$ cat config.mk
export PLATFORM = sky130hd
export DESIGN_NAME = ldap_string_escaper
export DESIGN_NICKNAME = d
export VERILOG_FILES = /design/src/rtl/core/ldapesc_pkg.sv /design/src/rtl/core/ldapesc_front.sv /design/src/rtl/core/ldapesc_queue.sv /design/src/rtl/core/ldapesc_back.sv /design/src/rtl/core/ldap_string_escaper.sv
export SDC_FILE = /design/constraint.sdc
export NUM_CORES = 1
export LEC_CHECK = 0
export BUFFER_PORTS_ARGS = -buffer_cell sky130_fd_sc_hd__buf_2
export CAP_MARGIN = 20
export CORE_AREA = 2 2 123 125
export DETAILED_ROUTE_END_ITERATION = 8
export DIE_AREA = 0 0 125 127
export PLACE_DENSITY = 0.86
export SLEW_MARGIN = 15
export SYNTH_ARGS = -nofsm -noshare
export SYNTH_HDL_FRONTEND = slang
export SYNTH_SLANG_ARGS = --single-unit
$ cat constraint.sdc
create_clock -name clk -period 4.3 [get_ports clk]
set_input_delay 0.86 -clock clk [delete_from_list [all_inputs] [get_ports clk]]
set_output_delay 0.86 -clock clk [all_outputs]
set_load 0.02 [all_outputs]
$ cat src/rtl/core/ldapesc_pkg.sv
// ----------------------------------------------------------------------------
// ldapesc_pkg - shared types and constants of the LDAP string escaper
// Character codes, register indexes, queue entry and back-end state types.
// ----------------------------------------------------------------------------
package ldapesc_pkg;

	localparam int QUEUE_DEPTH_DEF = 4;
	localparam int CFG_IDX_W       = 3;
	localparam int CFG_DATA_W      = 64;

	// register indexes
	localparam logic [CFG_IDX_W-1:0] CFG_ESCAPE_MODE    = 3'd0;
	localparam logic [CFG_IDX_W-1:0] CFG_IGNORE_MASK_LO = 3'd1;
	localparam logic [CFG_IDX_W-1:0] CFG_IGNORE_MASK_ML = 3'd2;
	localparam logic [CFG_IDX_W-1:0] CFG_IGNORE_MASK_MH = 3'd3;
	localparam logic [CFG_IDX_W-1:0] CFG_IGNORE_MASK_HI = 3'd4;

	// character codes
	localparam logic [7:0] CH_NUL   = 8'h00;
	localparam logic [7:0] CH_STAR  = 8'h2a;
	localparam logic [7:0] CH_LPAR  = 8'h28;
	localparam logic [7:0] CH_RPAR  = 8'h29;
	localparam logic [7:0] CH_BSL   = 8'h5c;
	localparam logic [7:0] CH_COMMA = 8'h2c;
	localparam logic [7:0] CH_PLUS  = 8'h2b;
	localparam logic [7:0] CH_QUOTE = 8'h22;
	localparam logic [7:0] CH_LT    = 8'h3c;
	localparam logic [7:0] CH_GT    = 8'h3e;
	localparam logic [7:0] CH_SEMI  = 8'h3b;
	localparam logic [7:0] CH_SPACE = 8'h20;
	localparam logic [7:0] CH_HASH  = 8'h23;
	localparam logic [7:0] CH_ZERO  = 8'h30;
	localparam logic [7:0] CH_LOW_A = 8'h61;

	typedef struct packed {
		logic [7:0] data;
		logic       esc;
	} q_entry_t;

	typedef struct packed {
		logic empty;
		logic full;
	} q_status_t;

	typedef enum logic [1:0] {
		BK_HEAD,
		BK_HI,
		BK_LO
	} back_state_t;

	// lower-case hex digit of a nibble
	function automatic logic [7:0] hex_digit(input logic [3:0] nib);
		logic [7:0] ch;
		if (nib < 4'd10) begin
			ch = CH_ZERO + {4'd0, nib};
		end else begin
			ch = CH_LOW_A + {4'd0, nib} - 8'd10;
		end
		return ch;
	endfunction

endpackage

$ cat src/rtl/core/ldapesc_front.sv
// ----------------------------------------------------------------------------
// ldapesc_front - configuration registers and escape classification
// Holds mode and ignore mask, decides per accepted byte whether to escape.
// ----------------------------------------------------------------------------
module ldapesc_front (
	input  logic                                 clk,
	input  logic                                 arst_n,
	input  logic                                 wr_en,
	input  logic [ldapesc_pkg::CFG_IDX_W-1:0]    wr_index,
	input  logic [ldapesc_pkg::CFG_DATA_W-1:0]   wr_data,
	input  logic [7:0]                           data_byte,
	input  logic                                 first_byte,
	input  logic                                 final_byte,
	output ldapesc_pkg::q_entry_t                entry
);
	import ldapesc_pkg::*;

	logic [1:0]   mode_q;
	logic [255:0] mask_q;
	logic         filt, dn, esc;

	always_ff @(posedge clk or negedge arst_n) begin
		if (!arst_n) begin
			mode_q <= '0;
			mask_q <= '0;
		end else if (wr_en) begin
			case (wr_index)
				CFG_ESCAPE_MODE:    mode_q         <= wr_data[1:0];
				CFG_IGNORE_MASK_LO: mask_q[63:0]   <= wr_data;
				CFG_IGNORE_MASK_ML: mask_q[127:64] <= wr_data;
				CFG_IGNORE_MASK_MH: mask_q[191:128] <= wr_data;
				CFG_IGNORE_MASK_HI: mask_q[255:192] <= wr_data;
				default: ;
			endcase
		end
	end

	assign filt = mode_q[0] || (mode_q == 2'd0);
	assign dn   = mode_q[1] || (mode_q == 2'd0);

	always_comb begin
		esc = 1'b0;
		if (filt && (data_byte inside {CH_STAR, CH_LPAR, CH_RPAR, CH_BSL})) begin
			esc = 1'b1;
		end
		if (dn && (data_byte inside {CH_BSL, CH_COMMA, CH_PLUS, CH_QUOTE,
				CH_LT, CH_GT, CH_SEMI})) begin
			esc = 1'b1;
		end
		if (dn && first_byte && (data_byte inside {CH_SPACE, CH_HASH})) begin
			esc = 1'b1;
		end
		if (dn && final_byte && (data_byte == CH_SPACE)) begin
			esc = 1'b1;
		end
		// ignore bit clears the decision, except for the zero byte
		if (mask_q[data_byte]) begin
			esc = 1'b0;
		end
		if (data_byte == CH_NUL) begin
			esc = 1'b1;
		end
	end

	assign entry.data = data_byte;
	assign entry.esc  = esc;

endmodule

$ cat src/rtl/core/ldapesc_queue.sv
// ----------------------------------------------------------------------------
// ldapesc_queue - short register queue between front and back end
// Push and pop may happen in the same cycle; head is read at one pointer.
// ----------------------------------------------------------------------------
module ldapesc_queue #(
	parameter int DEPTH = ldapesc_pkg::QUEUE_DEPTH_DEF
) (
	input  logic                  clk,
	input  logic                  arst_n,
	input  logic                  push,
	input  ldapesc_pkg::q_entry_t push_entry,
	input  logic                  pop,
	output ldapesc_pkg::q_entry_t head,
	output ldapesc_pkg::q_status_t status
);
	import ldapesc_pkg::*;

	localparam int PW = (DEPTH > 1) ? $clog2(DEPTH) : 1;
	localparam int CW = $clog2(DEPTH + 1);

	q_entry_t        slot_q [DEPTH];
	logic [PW-1:0]   wr_ptr_q, rd_ptr_q;
	logic [CW-1:0]   count_q;
	logic            do_push, do_pop;

	function automatic logic [PW-1:0] wrap_inc(input logic [PW-1:0] p);
		logic [PW-1:0] n;
		if (p == PW'(DEPTH - 1)) begin
			n = '0;
		end else begin
			n = p + 1'b1;
		end
		return n;
	endfunction

	assign status.empty = (count_q == '0);
	assign status.full  = (count_q == CW'(DEPTH));
	assign do_push = push && !status.full;
	assign do_pop  = pop && !status.empty;
	assign head    = slot_q[rd_ptr_q];

	always_ff @(posedge clk) begin
		if (do_push) begin
			slot_q[wr_ptr_q] <= push_entry;
		end
	end

	always_ff @(posedge clk or negedge arst_n) begin
		if (!arst_n) begin
			wr_ptr_q <= '0;
			rd_ptr_q <= '0;
			count_q  <= '0;
		end else begin
			if (do_push) begin
				wr_ptr_q <= wrap_inc(wr_ptr_q);
			end
			if (do_pop) begin
				rd_ptr_q <= wrap_inc(rd_ptr_q);
			end
			if (do_push && !do_pop) begin
				count_q <= count_q + 1'b1;
			end else if (do_pop && !do_push) begin
				count_q <= count_q - 1'b1;
			end
		end
	end

endmodule

$ cat src/rtl/core/ldapesc_back.sv
// ----------------------------------------------------------------------------
// ldapesc_back - result sequencer
// Pops one queued byte and emits it raw, or as backslash and two hex digits.
// ----------------------------------------------------------------------------
module ldapesc_back (
	input  logic                   clk,
	input  logic                   arst_n,
	input  ldapesc_pkg::q_entry_t  head,
	input  ldapesc_pkg::q_status_t status,
	output logic                   pop,
	output logic                   strobe,
	output logic [7:0]             out_byte,
	output logic                   run_end
);
	import ldapesc_pkg::*;

	back_state_t state_q, state_d;
	logic [7:0]  hold_q;
	logic        emit;
	logic [7:0]  emit_byte;
	logic        emit_end;
	logic        strobe_q, run_end_q;
	logic [7:0]  out_byte_q;

	// next state
	always_comb begin
		state_d = state_q;
		case (state_q)
			BK_HEAD: begin
				if (!status.empty && head.esc) begin
					state_d = BK_HI;
				end
			end
			BK_HI:   state_d = BK_LO;
			BK_LO:   state_d = BK_HEAD;
			default: state_d = BK_HEAD;
		endcase
	end

	// outputs
	always_comb begin
		pop       = 1'b0;
		emit      = 1'b0;
		emit_byte = hold_q;
		emit_end  = 1'b0;
		case (state_q)
			BK_HEAD: begin
				pop  = !status.empty;
				emit = !status.empty;
				if (head.esc) begin
					emit_byte = CH_BSL;
				end else begin
					emit_byte = head.data;
					emit_end  = 1'b1;
				end
			end
			BK_HI: begin
				emit      = 1'b1;
				emit_byte = hex_digit(hold_q[7:4]);
			end
			BK_LO: begin
				emit      = 1'b1;
				emit_byte = hex_digit(hold_q[3:0]);
				emit_end  = 1'b1;
			end
			default: ;
		endcase
	end

	always_ff @(posedge clk or negedge arst_n) begin
		if (!arst_n) begin
			state_q  <= BK_HEAD;
			strobe_q <= 1'b0;
		end else begin
			state_q  <= state_d;
			strobe_q <= emit;
		end
	end

	always_ff @(posedge clk) begin
		if (pop) begin
			hold_q <= head.data;
		end
		out_byte_q <= emit_byte;
		run_end_q  <= emit_end;
	end

	assign strobe   = strobe_q;
	assign out_byte = out_byte_q;
	assign run_end  = run_end_q;

endmodule

$ cat src/rtl/core/ldap_string_escaper.sv
// ----------------------------------------------------------------------------
// ldap_string_escaper - LDAP filter / DN byte escaper
// Each plain byte gives one result and each escaped byte three; the back-end
// sequencer emits them through its output register at one result per cycle
// while it has work, so new bytes queue up behind an escaped one.
// Results cannot be stalled; busy rises only when the queue is full.
// Reset: asynchronous, active low; clears queue pointers, sequencer state and config registers.
// ----------------------------------------------------------------------------
module ldap_string_escaper #(
	parameter int QUEUE_DEPTH = ldapesc_pkg::QUEUE_DEPTH_DEF
) (
	input  logic                               clk,
	input  logic                               arst_n,
	// configuration write port
	input  logic                               wr_en,
	input  logic [ldapesc_pkg::CFG_IDX_W-1:0]  wr_index,
	input  logic [ldapesc_pkg::CFG_DATA_W-1:0] wr_data,
	// command side
	input  logic                               start,
	output logic                               busy,
	input  logic [7:0]                         data_byte,
	input  logic                               first_byte,
	input  logic                               final_byte,
	// result side
	output logic                               strobe,
	output logic [7:0]                         out_byte,
	output logic                               run_end
);
	import ldapesc_pkg::*;

	q_entry_t  front_entry;
	q_entry_t  head;
	q_status_t status;
	logic      accept;
	logic      pop;

	// classify the byte on the command side as it arrives
	ldapesc_front u_front (
		.clk        (clk),
		.arst_n     (arst_n),
		.wr_en      (wr_en),
		.wr_index   (wr_index),
		.wr_data    (wr_data),
		.data_byte  (data_byte),
		.first_byte (first_byte),
		.final_byte (final_byte),
		.entry      (front_entry)
	);

	// hold off new items only while the queue is full
	assign busy   = status.full;
	assign accept = start && !busy;

	// decouple the two sides: the sequencer drains while the front keeps taking items
	ldapesc_queue #(
		.DEPTH (QUEUE_DEPTH)
	) u_queue (
		.clk        (clk),
		.arst_n     (arst_n),
		.push       (accept),
		.push_entry (front_entry),
		.pop        (pop),
		.head       (head),
		.status     (status)
	);

	// emit one result per cycle while work is pending, from the queue head or the held byte
	ldapesc_back u_back (
		.clk      (clk),
		.arst_n   (arst_n),
		.head     (head),
		.status   (status),
		.pop      (pop),
		.strobe   (strobe),
		.out_byte (out_byte),
		.run_end  (run_end)
	);

endmodule

### After elaboration in Yosys (flattened, before gate mapping)

Memory sizes are Yosys's and may differ from the RTL's.
Index checks and enable logic that the tools add are counted.
Widths: inputs -> output; s select.

| operators by class | value |
|---|---|
| muxes and demuxes | 24 |
| add/subtract/negate cells | 10 |
| order comparisons | 3 |
| equality and inequality tests | 22 |
| reductions and logical operators | 33 |

Operators by type and width:

| cell | number |
|---|---|
| $eq 8x6->1 const B | 11 |
| $mux 8 | 3 |
| $pmux 8 s3 | 1 |
| $add 7x4->8 const A | 2 |
| $sub 8x4->8 const B | 2 |
| $add 6x4->7 const A | 2 |
| $logic_and 1x1->1 | 12 |
| $mux 1 | 11 |
| $reduce_and 2->1 | 5 |
| $lt 8x9->1 const B | 1 |
| $bmux 1 s8 | 1 |
| $eq 8x7->1 const B | 1 |
| $logic_not 8->1 | 1 |
| $lt 4x4->1 const B | 2 |
| $reduce_bool 7->1 | 1 |
| $eq 2x2->1 const B | 3 |
| $eq 3x2->1 const B | 2 |
| $eq 3x3->1 const B | 2 |
| $logic_not 3->1 | 2 |
| $mux 2 | 3 |
| $mux 3 | 2 |
| $add 2x1->2 const B | 2 |
| $logic_not 1->1 | 4 |
| $logic_not 2->1 | 2 |
| 11 further kinds | 14 |

| word-level totals | value |
|---|---|
| output and inout port bits | 11 |
| bits in writable memories | 36 |
| bits in registers | 285 |
| input bits | 81 |
| logic and storage cells | 106 |
| memories | 1 |

Memories:

| name | words | width | rd ports | clocked after memory_dff | write ports | RTL line | text |
|---|---|---|---|---|---|---|---|
| u_queue.slot_q | 4 | 9 | 1 | 0 | 1 | ldapesc_queue.sv:21 | `q_entry_t slot_q [DEPTH];` |

### Depth between registers and ports, before layout

Gate-level depths: netlist of run 1.

| depth | value |
|---|---|
| word-level depth | 9 |
| gate-level depth with buffers | 9 |
| mapped depth without buffers | 9 |

### Hierarchy

Synthesis of run 1 repeated with hierarchy kept, for this count alone.

| second synthesis, totals | value |
|---|---|
| cell total of the unflattened synthesis | 579 |
| area, all modules | 8834.7 um^2 |

By module, submodules not included:

| module | times used | cells an instance | area an instance (um^2) | seq. area each (um^2) |
|---|---|---|---|---|
| ldapesc_front | 1 | 396 | 6120.9 | 3253.1 |
| ldapesc_queue | 1 | 84 | 1739.2 | 1256.2 |
| ldapesc_back | 1 | 98 | 960.9 | 495.5 |
| ldap_string_escaper | 1 | 1 | 13.8 | 0.0 |

### Least setup slack after synthesis of run 1

No wires, ideal clock.

| timing path | value |
|---|---|
| kind | input port to flip-flop |
| start point | in data_byte[0] |
| end point | mem u_queue.slot_q[0][0] in the netlist's numbering, data pin |
| library setup time | 0.195 ns |
| data arrival time | 2.625 ns |
| slack | 1.480 ns |
| buffers on the path | 2 |
| stages | 8 |
| required time | 4.105 ns |
| cells stage by stage | buf_6 -> buf_2 -> mux4_2 -> a22oi_1 -> a21oi_1 -> nor4_1 -> nor3b_1 -> a221oi_2 |

| between the ends | value |
|---|---|
| longest elaborated chain between the ends | 9 |
| elaborated cells between the ends (all ways) | 28 |
| those cells by class | 12 x eq/ne; 8 x mux; 8 x reduce/logical |

RTL lines:

| element | RTL line | text |
|---|---|---|
| from (decl) | ldap_string_escaper.sv:21 | `input logic [7:0] data_byte,` |
| $eq 8x6->1 / $eq 8x7->1 (equally long branches) | ldapesc_front.sv:43, ldapesc_front.sv:46 |  |
| $reduce_bool 4->1 | ldapesc_front.sv:43 | `if (filt && (data_byte inside {CH_STAR, CH_LPAR, CH_RPAR, CH_BSL})) begin` |
| $logic_and 1x1->1 | ldapesc_front.sv:43 |  |
| $mux 1 | ldapesc_front.sv:43 |  |
| $mux 1 | ldapesc_front.sv:46 | `if (dn && (data_byte inside {CH_BSL, CH_COMMA, CH_PLUS, CH_QUOTE,` |
| $mux 1 | ldapesc_front.sv:50 | `if (dn && first_byte && (data_byte inside {CH_SPACE, CH_HASH})) begin` |
| $mux 1 | ldapesc_front.sv:53 | `if (dn && final_byte && (data_byte == CH_SPACE)) begin` |
| $mux 1 | ldapesc_front.sv:57 | `if (mask_q[data_byte]) begin` |
| $mux 1 * | ldapesc_front.sv:60 | `if (data_byte == CH_NUL) begin` |
| named net u_front.esc | ldapesc_front.sv:20 | `logic filt, dn, esc;` |
| to (decl) | ldapesc_queue.sv:21 |  |

Mark *: on every way through the listed nets, which the timed path passes. The rest lies on a longest branch. The select of a mux whose other input is x is not followed.

### Worst setup path after layout of run 1

| timing path | value |
|---|---|
| start point | in data_byte[1] |
| end point | mem u_queue.slot_q[2][0] in the netlist's numbering, data pin |

The elaborated chain is that of the path after synthesis.

==> impl_metrics.yaml, run 1 <==
power_and_ir_drop:
  powerDensity_nw_per_um2: 571
  peakVddDrop_mv: 0.302
  p_leak_uw: 0.00409
worst_setup_path:
  endpoint_kind: "flip-flop"
  path_max_fanout: 43
  crit_arrival_ns: 3.27
  reg2reg_depth: 5
  path_class: "in -> reg"
  crit_required_ns: 4.51
  start_kind: "input port"
  r2r-end: "u_queue.slot_q[2][0]"
  reg2reg_from: "u_front.mask_q[28]"
  worst-r2r-setup-slack_ns: 1.92
yosys:
  netlist_instances: 564
  synth-main-ff-cell: "dfrtp_1"
  yosysWarnings: 0
  ys_types: 46
  syn_nets: 658
  synth_seq_cells: 193
  synth_area_um2: 8690
  syn_avg_cell_area_um2: 15.4
  synthTopCellsByArea: "dfrtp_1 (40%), mux2_2 (17%), edfxtp_1 (15%), mux4_2 (6.7%), mux4_1 (4.5%)"
  yosys.area.top_type_share: 0.403
  yosysMostFrequentCell: "dfrtp_1"
  yosysTopAreaCell: "dfrtp_1"
  ys_seq_area_frac: 0.576
  synthTopCellsByCount: "dfrtp_1 (140), mux2_2 (132), edfxtp_1 (44)"
  synth_edf_count: 44
  async_reset_ff_frac: 0.725
timing:
  finalMaxSlewViolations: 0
  rsz0062_at_grt: "false"
  finalSetupViolations: 0
  final.setup.tns_ns: 0
  fin_worst_skew_ns: 0.00665
  worst_pin_slew_ns: 0.981
  slew_headroom: 0.346
  hold_viol: 0
  setup_slack_ns: 1.24
  max_freq_mhz: 326
  fin_crit_sh: 0.713
  min_period_ns: 3.06
routing:
  drt-initial-drc-count: 292
  postRouteAntennaNets: 0
  drt-total-wl_um: 18000
  via_per_inst: 6.17
  drc: 0
  wl_per_cell_um: 21.3
  dr_total_vias: 5221
  dr.pass1.iters: 4
grt:
  gr-usage-all-layers: 0.239
  grt_pass1_wl_um: 29400
  gr-total-overflow: 0
  grt_pass1_vias: 5663
  antenna_found_initial: 0
  grt_max_degree: 126
job:
  drv_cap: 0
worst_hold_path:
  hp-start: "u_queue.count_q[2]"
  min_delay_worst_endpoint: "u_queue.count_q[2]"
  hold_class: "reg -> reg"
  hold_depth: 1
cts:
  clockBufferDepth: 2
  cts_made_buffers: 17
  cts_setup_buffers: 0
  cts_tree: "yes"
  clk_latency_ns: 0.42
  clockRootBuffer: "clkbuf_16"
  ctsResizeCount: 0
  cts.reportedPaths.clkPinSlew_ns: 0.06
  h-tree-depth: 4
  cts_sinks: 193
  hold_buffers: 0
final_layout:
  diodes: 0
  drive_above_1_share: 0.434
  fillers: 944
  nNetsFinal: 743
  multi_input_area_um2: 3510
  seqCellArea_um2: 5000
  area_growth_pct: 13.8
placement:
  gp_congestion: 0.813
  dp_hpwl_um: 12100
  port_buffers: 91
  pre_cts_ws_ns: 0.861
die:
  dieArea_um2: 15900
  start_util: 0.602
  core_um2: 14400
  fp-row-count: 44
  die_h_um: 127
  die_x_um: 125
  ioPinCount: 92
run_status:
  status: "completed"
==> worst max-delay path, stage by stage <==
cell	delay (ns)
buf_2	0.70
mux4_1	0.41
a22oi_1	0.25
a21oi_1	0.13
or4_4	0.54
a221oi_2	0.35
==> cell families (layout without fill, tap and decap cells) <==
family,count (synthesis),in the layout,synth area share
adder cells (fa/ha/maj),13,13,0.0196
flip-flops,193,193,0.576
multiplexers,173,173,0.284
AND/OR/NAND/NOR,65,65,0.0400
AO/OA/AOI/OAI,72,72,0.0553
XOR/XNOR,4,4,0.00403
buffers and inverters,44,142,0.0209
==> power breakdown <==
group          internal [uW]  switching [uW]  total [uW]
sequential              2380             309        2690
combinational            740             684        1420
clock                    867             656        1520
total                   3990            1650        5640
==> per-stage QoR <==
stage / instance area, um^2 / instances / power (uW) / util / hold slack [ns]
6_report: 9880 / 846 / 5640 / 0.685 / 0.497
4_1_cts: 9880 / 846 / 5670 / 0.685 / 0.492
2_1_floorplan: 8690 / 564 / 3690 / - / 0.447
3_3_place_gp: 9310 / 814 / 4000 / 0.645 / 0.462
5_1_grt: 9880 / 846 / 5950 / 0.685 / 0.516
3_5_place_dp: 9310 / 814 / 4140 / 0.645 / 0.481
==> cells in the final DEF (no fill, tap or decap), types with 14 or more instances in the layout <==
master and n:
dfrtp_1 140, mux2_2 132, buf_2 90, edfxtp_1 44
mux4_2 26, o21ai_0 18, a22oi_1 18, clkbuf_16 18
nand2_1 17, mux4_1 15, inv_1 14
==> metal layers <==
metal  GRT usage  vias to the layer above  routed length, um
met4      0.0882                        0                425
met1       0.294                     2716               7340
met2       0.416                      155               9480
met3      0.0570                       33                791
met5           0                        -                  0
li1            -                     2317                  -
==> sequential cells by signal, indices dropped and copies added, names as in the netlist <==
signal / count
u_back.out_byte: 8
u_queue.rd_ptr_q: 2
u_back.strobe: 1
u_queue.slot_q: 36
u_back.state_q: 2
u_back.run_end: 1
u_queue.wr_ptr_q: 2
u_queue.count_q: 3
u_front.mode_q: 2
u_front.mask_q: 128
u_back.hold_q: 8
==> layout make-up <==
cell class                      count  area share
Sequential cell                   193       0.507
Tap cell                          184      0.0233
Inverter                           14     0.00532
Clock inverter                      7     0.00747
Clock buffer                       25      0.0503
Multi-Input combinational cell    327       0.355
Timing Repair Buffer               96      0.0520
==> how the worst max path moves through the flow <==
stage	start	end	slack, ns	cells after the start
after floorplan	data_byte[0]	u_queue.slot_q[0][0]	1.48	8
after global placement	data_byte[1]	u_queue.slot_q[0][0]	0.95	6
after detailed placement	data_byte[1]	u_queue.slot_q[3][0]	0.86	6
after CTS	data_byte[1]	u_queue.slot_q[2][0]	1.28	6
after global routing	data_byte[1]	u_queue.slot_q[2][0]	1.16	6
final	data_byte[1]	u_queue.slot_q[2][0]	1.24	6
Power figures use the tool's default switching activity.
==> run 2: changes to the inputs <==
- CORE_AREA: 2 2 123 125 -> 2 2 128 130
- DIE_AREA: 0 0 125 127 -> 0 0 130 132
- PLACE_DENSITY: 0.86 -> 0.81
- clock period: 4.3 -> 2.9 ns (I/O delays scaled with it)
==> run 2 against run 1 <==
Net effect: sequential share of layout area is 1.0 points lower; first-iteration DRC count is 26% higher; combinational power increased by 51%; final cell count rose by 5.7%; total power grew 50%; register-to-register slack got worse by 1.3 ns; critical endpoint is now u_queue.slot_q[1][0]; core utilization shrank 4.3 points; clock power increased by 53%; global-route usage decreased by 1.2 points; routed wire length grew 0.54%; non-clock buffer count rose by 16; via count rose by 0.19%.
==> impl_metrics.yaml, run 2 (synthesis results as in run 1) <==
worst_setup_path:
  path_class: "in -> reg"
  crit_required_ns: 3.12
  crit_chain: "buf_2 -> buf_12 -> mux4_1 -> a22oi_1 -> a21oi_1 -> or4_4 -> a221oi_2"
  reg2reg_from: "u_front.mask_q[27]"
  timing.critical_path.from: "data_byte[0]"
  endpoint_kind: "flip-flop"
  max_stage_delay_ns: 0.56
  path_max_fanout: 14
  slowest_stage: "mux4_1"
  crit_arrival_ns: 2.69
  start_kind: "input port"
final_layout:
  area_growth_pct: 16.2
  nNetsFinal: 759
  drive_above_1_share: 0.453
  multi_input_area_um2: 3510
  regMostFlops: "u_front.mask_q"
  fillers: 1124
  seqCellArea_um2: 5000
  postLayoutCellArea_um2: 10100
  largest_reg_flops: 128
  reg_top3: "u_front.mask_q x128, u_queue.slot_q x36"
  diodes: 0
  final_common_cell: "dfrtp_1"
  final_cell_mix: "dfrtp_1 (140), mux2_2 (132), buf_2 (90)"
  final_util: 0.642
timing:
  max_freq_mhz: 405
  worst_pin_slew_ns: 0.764
  rsz0062_at_grt: "false"
  fin_worst_skew_ns: 0.00802
  hold_viol: 0
  slew_headroom: 0.490
  final.setup.tns_ns: 0
  finalSetupViolations: 0
  min_period_ns: 2.47
  finalMaxSlewViolations: 0
  timing.hold.ws_ns: 0.0913
  fin_crit_sh: 0.852
  setup_slack_ns: 0.429
grt:
  gr-usage-all-layers: 0.226
  gr-total-overflow: 0
  antenna_found_initial: 0
  grt_pass1_vias: 5516
  grt_pass1_wl_um: 29500
  grt_max_degree: 65
cts:
  clockRootBuffer: "clkbuf_16"
  hold_buffers: 0
  cts.reportedPaths.clkPinSlew_ns: 0.07
  h-tree-depth: 4
  clk_latency_ns: 0.43
  cts_sinks: 193
  cts_made_buffers: 17
  ctsResizeCount: 0
  clockBufferDepth: 2
  cts_tree: "yes"
  cts_setup_buffers: 0
routing:
  wl_per_cell_um: 20.3
  postRouteAntennaNets: 0
  top_layer: "met4"
  wl_met1_um: 7540
  dr_total_vias: 5231
  drt-total-wl_um: 18100
  wl_met3_um: 717
  via_per_inst: 5.85
  drt-initial-drc-count: 368
  wl_met2_um: 9510
  drc: 0
  dr.pass1.iters: 4
power_and_ir_drop:
  powerDensity_nw_per_um2: 837
  p_comb_frac: 0.255
  internal_power_uw: 5940
  clkPwrFrac: 0.274
  peakVddDrop_mv: 0.452
  p_leak_uw: 0.00418
  pwr-share-seq: 0.471
  power.switching_uw: 2500
  switching_share: 0.296
die:
  die_h_um: 132
  fp-row-count: 46
  core_um2: 15700
  dieArea_um2: 17200
  ioPinCount: 92
  start_util: 0.553
  die_x_um: 130
run_status:
  status: "completed"
placement:
  port_buffers: 91
  dp_hpwl_um: 12800
  dpl_cell_area_um2: 9510
  pre_cts_ws_ns: 0.0194
  gp_congestion: 0.908
job:
  drv_cap: 0
worst_hold_path:
  hold_class: "in -> async"
run 2: cell types whose count changed in the layout (fill, tap and decap cells not counted), sizes merged:
cell,delta
bufinv,+1
clkbuf,-8
inv,+5
buf,+17
clkinv,+1
run 2: final timing paths:
| kind | end | slack, ns | cells after the start |
|---|---|---|---|
| max | u_queue.slot_q[1][0] | 0.43 | 7 |
| min | u_back.state_q[1] | 0.09 | 1 |
| max reg2reg | u_queue.slot_q[1][0] | 0.59 | 5 |
| min reg2reg | u_queue.count_q[2] | 0.48 | 1 |
| max in group asynchronous | u_front.mask_q[64] | 2.09 | 2 |
| min in group clk | u_front.mask_q[91] | 0.39 | 2 |
run 2: cell type report:
class | count | share of cell area
clock inverter | 14 | 0.0154
tap | 216 | 0.0268
inverter | 14 | 0.00521
multi-input combinational | 327 | 0.348
sequential | 193 | 0.496
timing repair buffer | 112 | 0.0663
clock buffer | 18 | 0.0425
run 2: per-stage QoR:
step | std cells | total power, uW
after global routing | 894 | 8900
after floorplan | 564 | 5460
after global placement | 862 | 6020
after detailed placement | 862 | 6180
after CTS | 894 | 8500
final | 894 | 8450
run 2: layer usage:
metal / up-vias / GRT usage
li1: 2360 / -
met1: 2689 / 0.296
met2: 158 / 0.376
met3: 24 / 0.0446
met4: 0 / 0.0818
met5: - / 0
run 2: worst max-delay path, delay by kind of cell:
family / cells / cell delay (ns)
AOI/OAI and AO/OA: 3 / 0.65
and+or+nand+nor: 1 / 0.54
muxes: 1 / 0.56
buffers and inverters: 2 / 0.34
run 2: power by group through the flow:
| stage | clock network, uW | logic [uW] | registers (uW) |
|---|---|---|---|
| after global placement | 0 | 2030 | 3990 |
| after CTS | 2350 | 2170 | 3970 |
| after detailed placement | 0 | 2150 | 4020 |
| after global routing | 2460 | 2390 | 4050 |
| final | 2320 | 2150 | 3980 |
| after floorplan | 0 | 1560 | 3910 |
==> run 3: changes to the inputs <==
- CORE_AREA: 2 2 128 130 -> 2 2 129 131
- DIE_AREA: 0 0 130 132 -> 0 0 131 133
- PLACE_DENSITY: 0.81 -> 0.8
- SYNTH_HIERARCHICAL: not set -> 1
==> run 3 against run 2 <==
Net effect: area after synthesis rose by 1.7%; worst hold slack improved by 0.020 ns; critical path depth rose by 1; die area rose by 1.5%; largest cell class unchanged; largest power group unchanged.
==> impl_metrics.yaml, run 3 <==
worst_setup_path:
  slowest_stage: "mux4_1"
  path_buf_inv: 2
  path_max_fanout: 31
  crit_required_ns: 3.08
  crit_chain: "buf_2 -> buf_12 -> mux4_1 -> a22oi_1 -> a21oi_1 -> nor4_1 -> a2111oi_0 -> a211oi_1"
  path_class: "in -> reg"
  endpoint_kind: "flip-flop"
  crit_arrival_ns: 2.69
  cpLargestDelayFamily: "compound AO/OA/AOI/OAI gates"
  start_kind: "input port"
  max_stage_delay_ns: 0.60
cts:
  cts_setup_buffers: 0
  cts_sinks: 193
  cts_tree: "yes"
  clockRootBuffer: "clkbuf_16"
  clk_latency_ns: 0.44
  hold_buffers: 0
  cts.reportedPaths.clkPinSlew_ns: 0.07
  h-tree-depth: 4
  ctsResizeCount: 0
  cts_made_buffers: 17
  clockBufferDepth: 2
yosys:
  synth_area_um2: 8830
  ys_seq_area_frac: 0.566
  synth-main-ff-cell: "dfrtp_1"
  synth_edf_count: 44
  yosysTopAreaCell: "dfrtp_1"
  yosysWarnings: 6
  synthTopCellsByCount: "dfrtp_1 (140), mux2_2 (132), edfxtp_1 (44)"
  ys_types: 55
  synth_seq_cells: 193
  syn_avg_cell_area_um2: 15.3
  netlist_instances: 579
  syn_nets: 673
  synthTopCellsByArea: "dfrtp_1 (40%), mux2_2 (17%), edfxtp_1 (15%), mux4_2 (7.1%), mux4_1 (3.9%)"
  yosys.area.top_type_share: 0.397
  async_reset_ff_frac: 0.725
  yosysMostFrequentCell: "dfrtp_1"
timing:
  worst_pin_slew_ns: 0.720
  min_period_ns: 2.52
  fin_worst_skew_ns: 0.00931
  fin_crit_sh: 0.867
  slew_headroom: 0.518
  rsz0062_at_grt: "false"
  max_freq_mhz: 398
  finalSetupViolations: 0
  hold_viol: 0
  setup_slack_ns: 0.384
  finalMaxSlewViolations: 0
routing:
  wl_met1_um: 7280
  wl_per_cell_um: 20.0
  wl_met3_um: 742
  via_per_inst: 5.88
  dr_total_vias: 5293
  top_layer: "met4"
  drc: 0
  drt-total-wl_um: 18000
  drt-initial-drc-count: 331
  postRouteAntennaNets: 0
  dr.pass1.iters: 5
  wl_met2_um: 9540
placement:
  gp_congestion: 0.911
  pre_cts_ws_ns: -0.0258
  port_buffers: 91
  dp_hpwl_um: 12600
  dpl_cell_area_um2: 9560
final_layout:
  postLayoutCellArea_um2: 10100
  final_common_cell: "dfrtp_1"
  regMostFlops: "u_front/mask_q"
  largest_reg_flops: 128
  nNetsFinal: 761
  final_util: 0.626
  diodes: 0
  drive_above_1_share: 0.457
  reg_top3: "u_front/mask_q x128, u_queue/slot_q x36"
  final_cell_mix: "dfrtp_1 (140), mux2_2 (132), buf_2 (90)"
  area_growth_pct: 14.6
grt:
  gr-usage-all-layers: 0.223
  gr-total-overflow: 0
  antenna_found_initial: 0
  grt_pass1_wl_um: 29400
  grt_pass1_vias: 5671
  grt_max_degree: 65
die:
  dieArea_um2: 17400
  core_um2: 16200
  die_x_um: 131
  die_h_um: 133
  ioPinCount: 92
  start_util: 0.546
  fp-row-count: 47
power_and_ir_drop:
  peakVddDrop_mv: 0.493
  p_leak_uw: 0.00418
  p_total_uw: 8490
  powerDensity_nw_per_um2: 838
worst_hold_path:
  hold_class: "in -> async"
run_status:
  status: "completed"
job:
  drv_cap: 0
-- run 3: cells by family (layout without fill, tap and decap cells) --
logic type               after synthesis  in the layout  share of synthesized area
AND/OR/NAND/NOR                       72             72                     0.0465
flip-flops                           193            193                      0.566
adder cells (fa/ha/maj)               13             13                     0.0193
AO/OA/AOI/OAI                         70             70                     0.0521
XOR/XNOR                               4              4                    0.00397
multiplexers                         175            175                      0.282
buffers and inverters                 52            153                     0.0300
-- run 3: layer usage --
layer	up-vias	GRT usage
li1	2373	-
met1	2733	0.281
met5	-	0
met3	32	0.0501
met4	0	0.0757
met2	155	0.380
-- run 3: cell type report --
class	instances	area (um^2)
clock inverter	9	68.8
sequential	193	5000
fill	1192	6040
clock buffer	23	500
inverter	12	45.0
tap	220	275
timing repair buffer	109	659
multi-input combinational	334	3570
-- run 3: stage by stage --
step / hold WS (ns) / std cells / setup TNS (ns)
finish: 0.111 / 900 / 0
global route: 0.144 / 900 / 0
CTS: 0.118 / 900 / 0
detailed placement: 0.488 / 868 / -0.103
global placement: 0.483 / 868 / 0
floorplan: 0.284 / 579 / 0
-- run 3: power breakdown --
part	switching (uW)	internal [uW]
combinational	1060	1190
clock	1000	1230
sequential	469	3540
total	2530	5960
-- run 3: path summary, 6_finish.rpt --
kind	slack (ns)	cells past startpoint	to	start
min in group clk	0.38	2	u_front/mask_q[55]	wr_data[55]
min reg2reg	0.50	1	u_front/mask_q[117]	u_front/mask_q[117]
max reg2reg	0.55	6	u_queue/slot_q[0][0]	u_front/mask_q[61]
max in group asynchronous	1.97	2	u_front/mask_q[82]	arst_n
min	0.11	1	u_back/state_q[1]	arst_n
max	0.38	8	u_queue/slot_q[0][0]	data_byte[0]
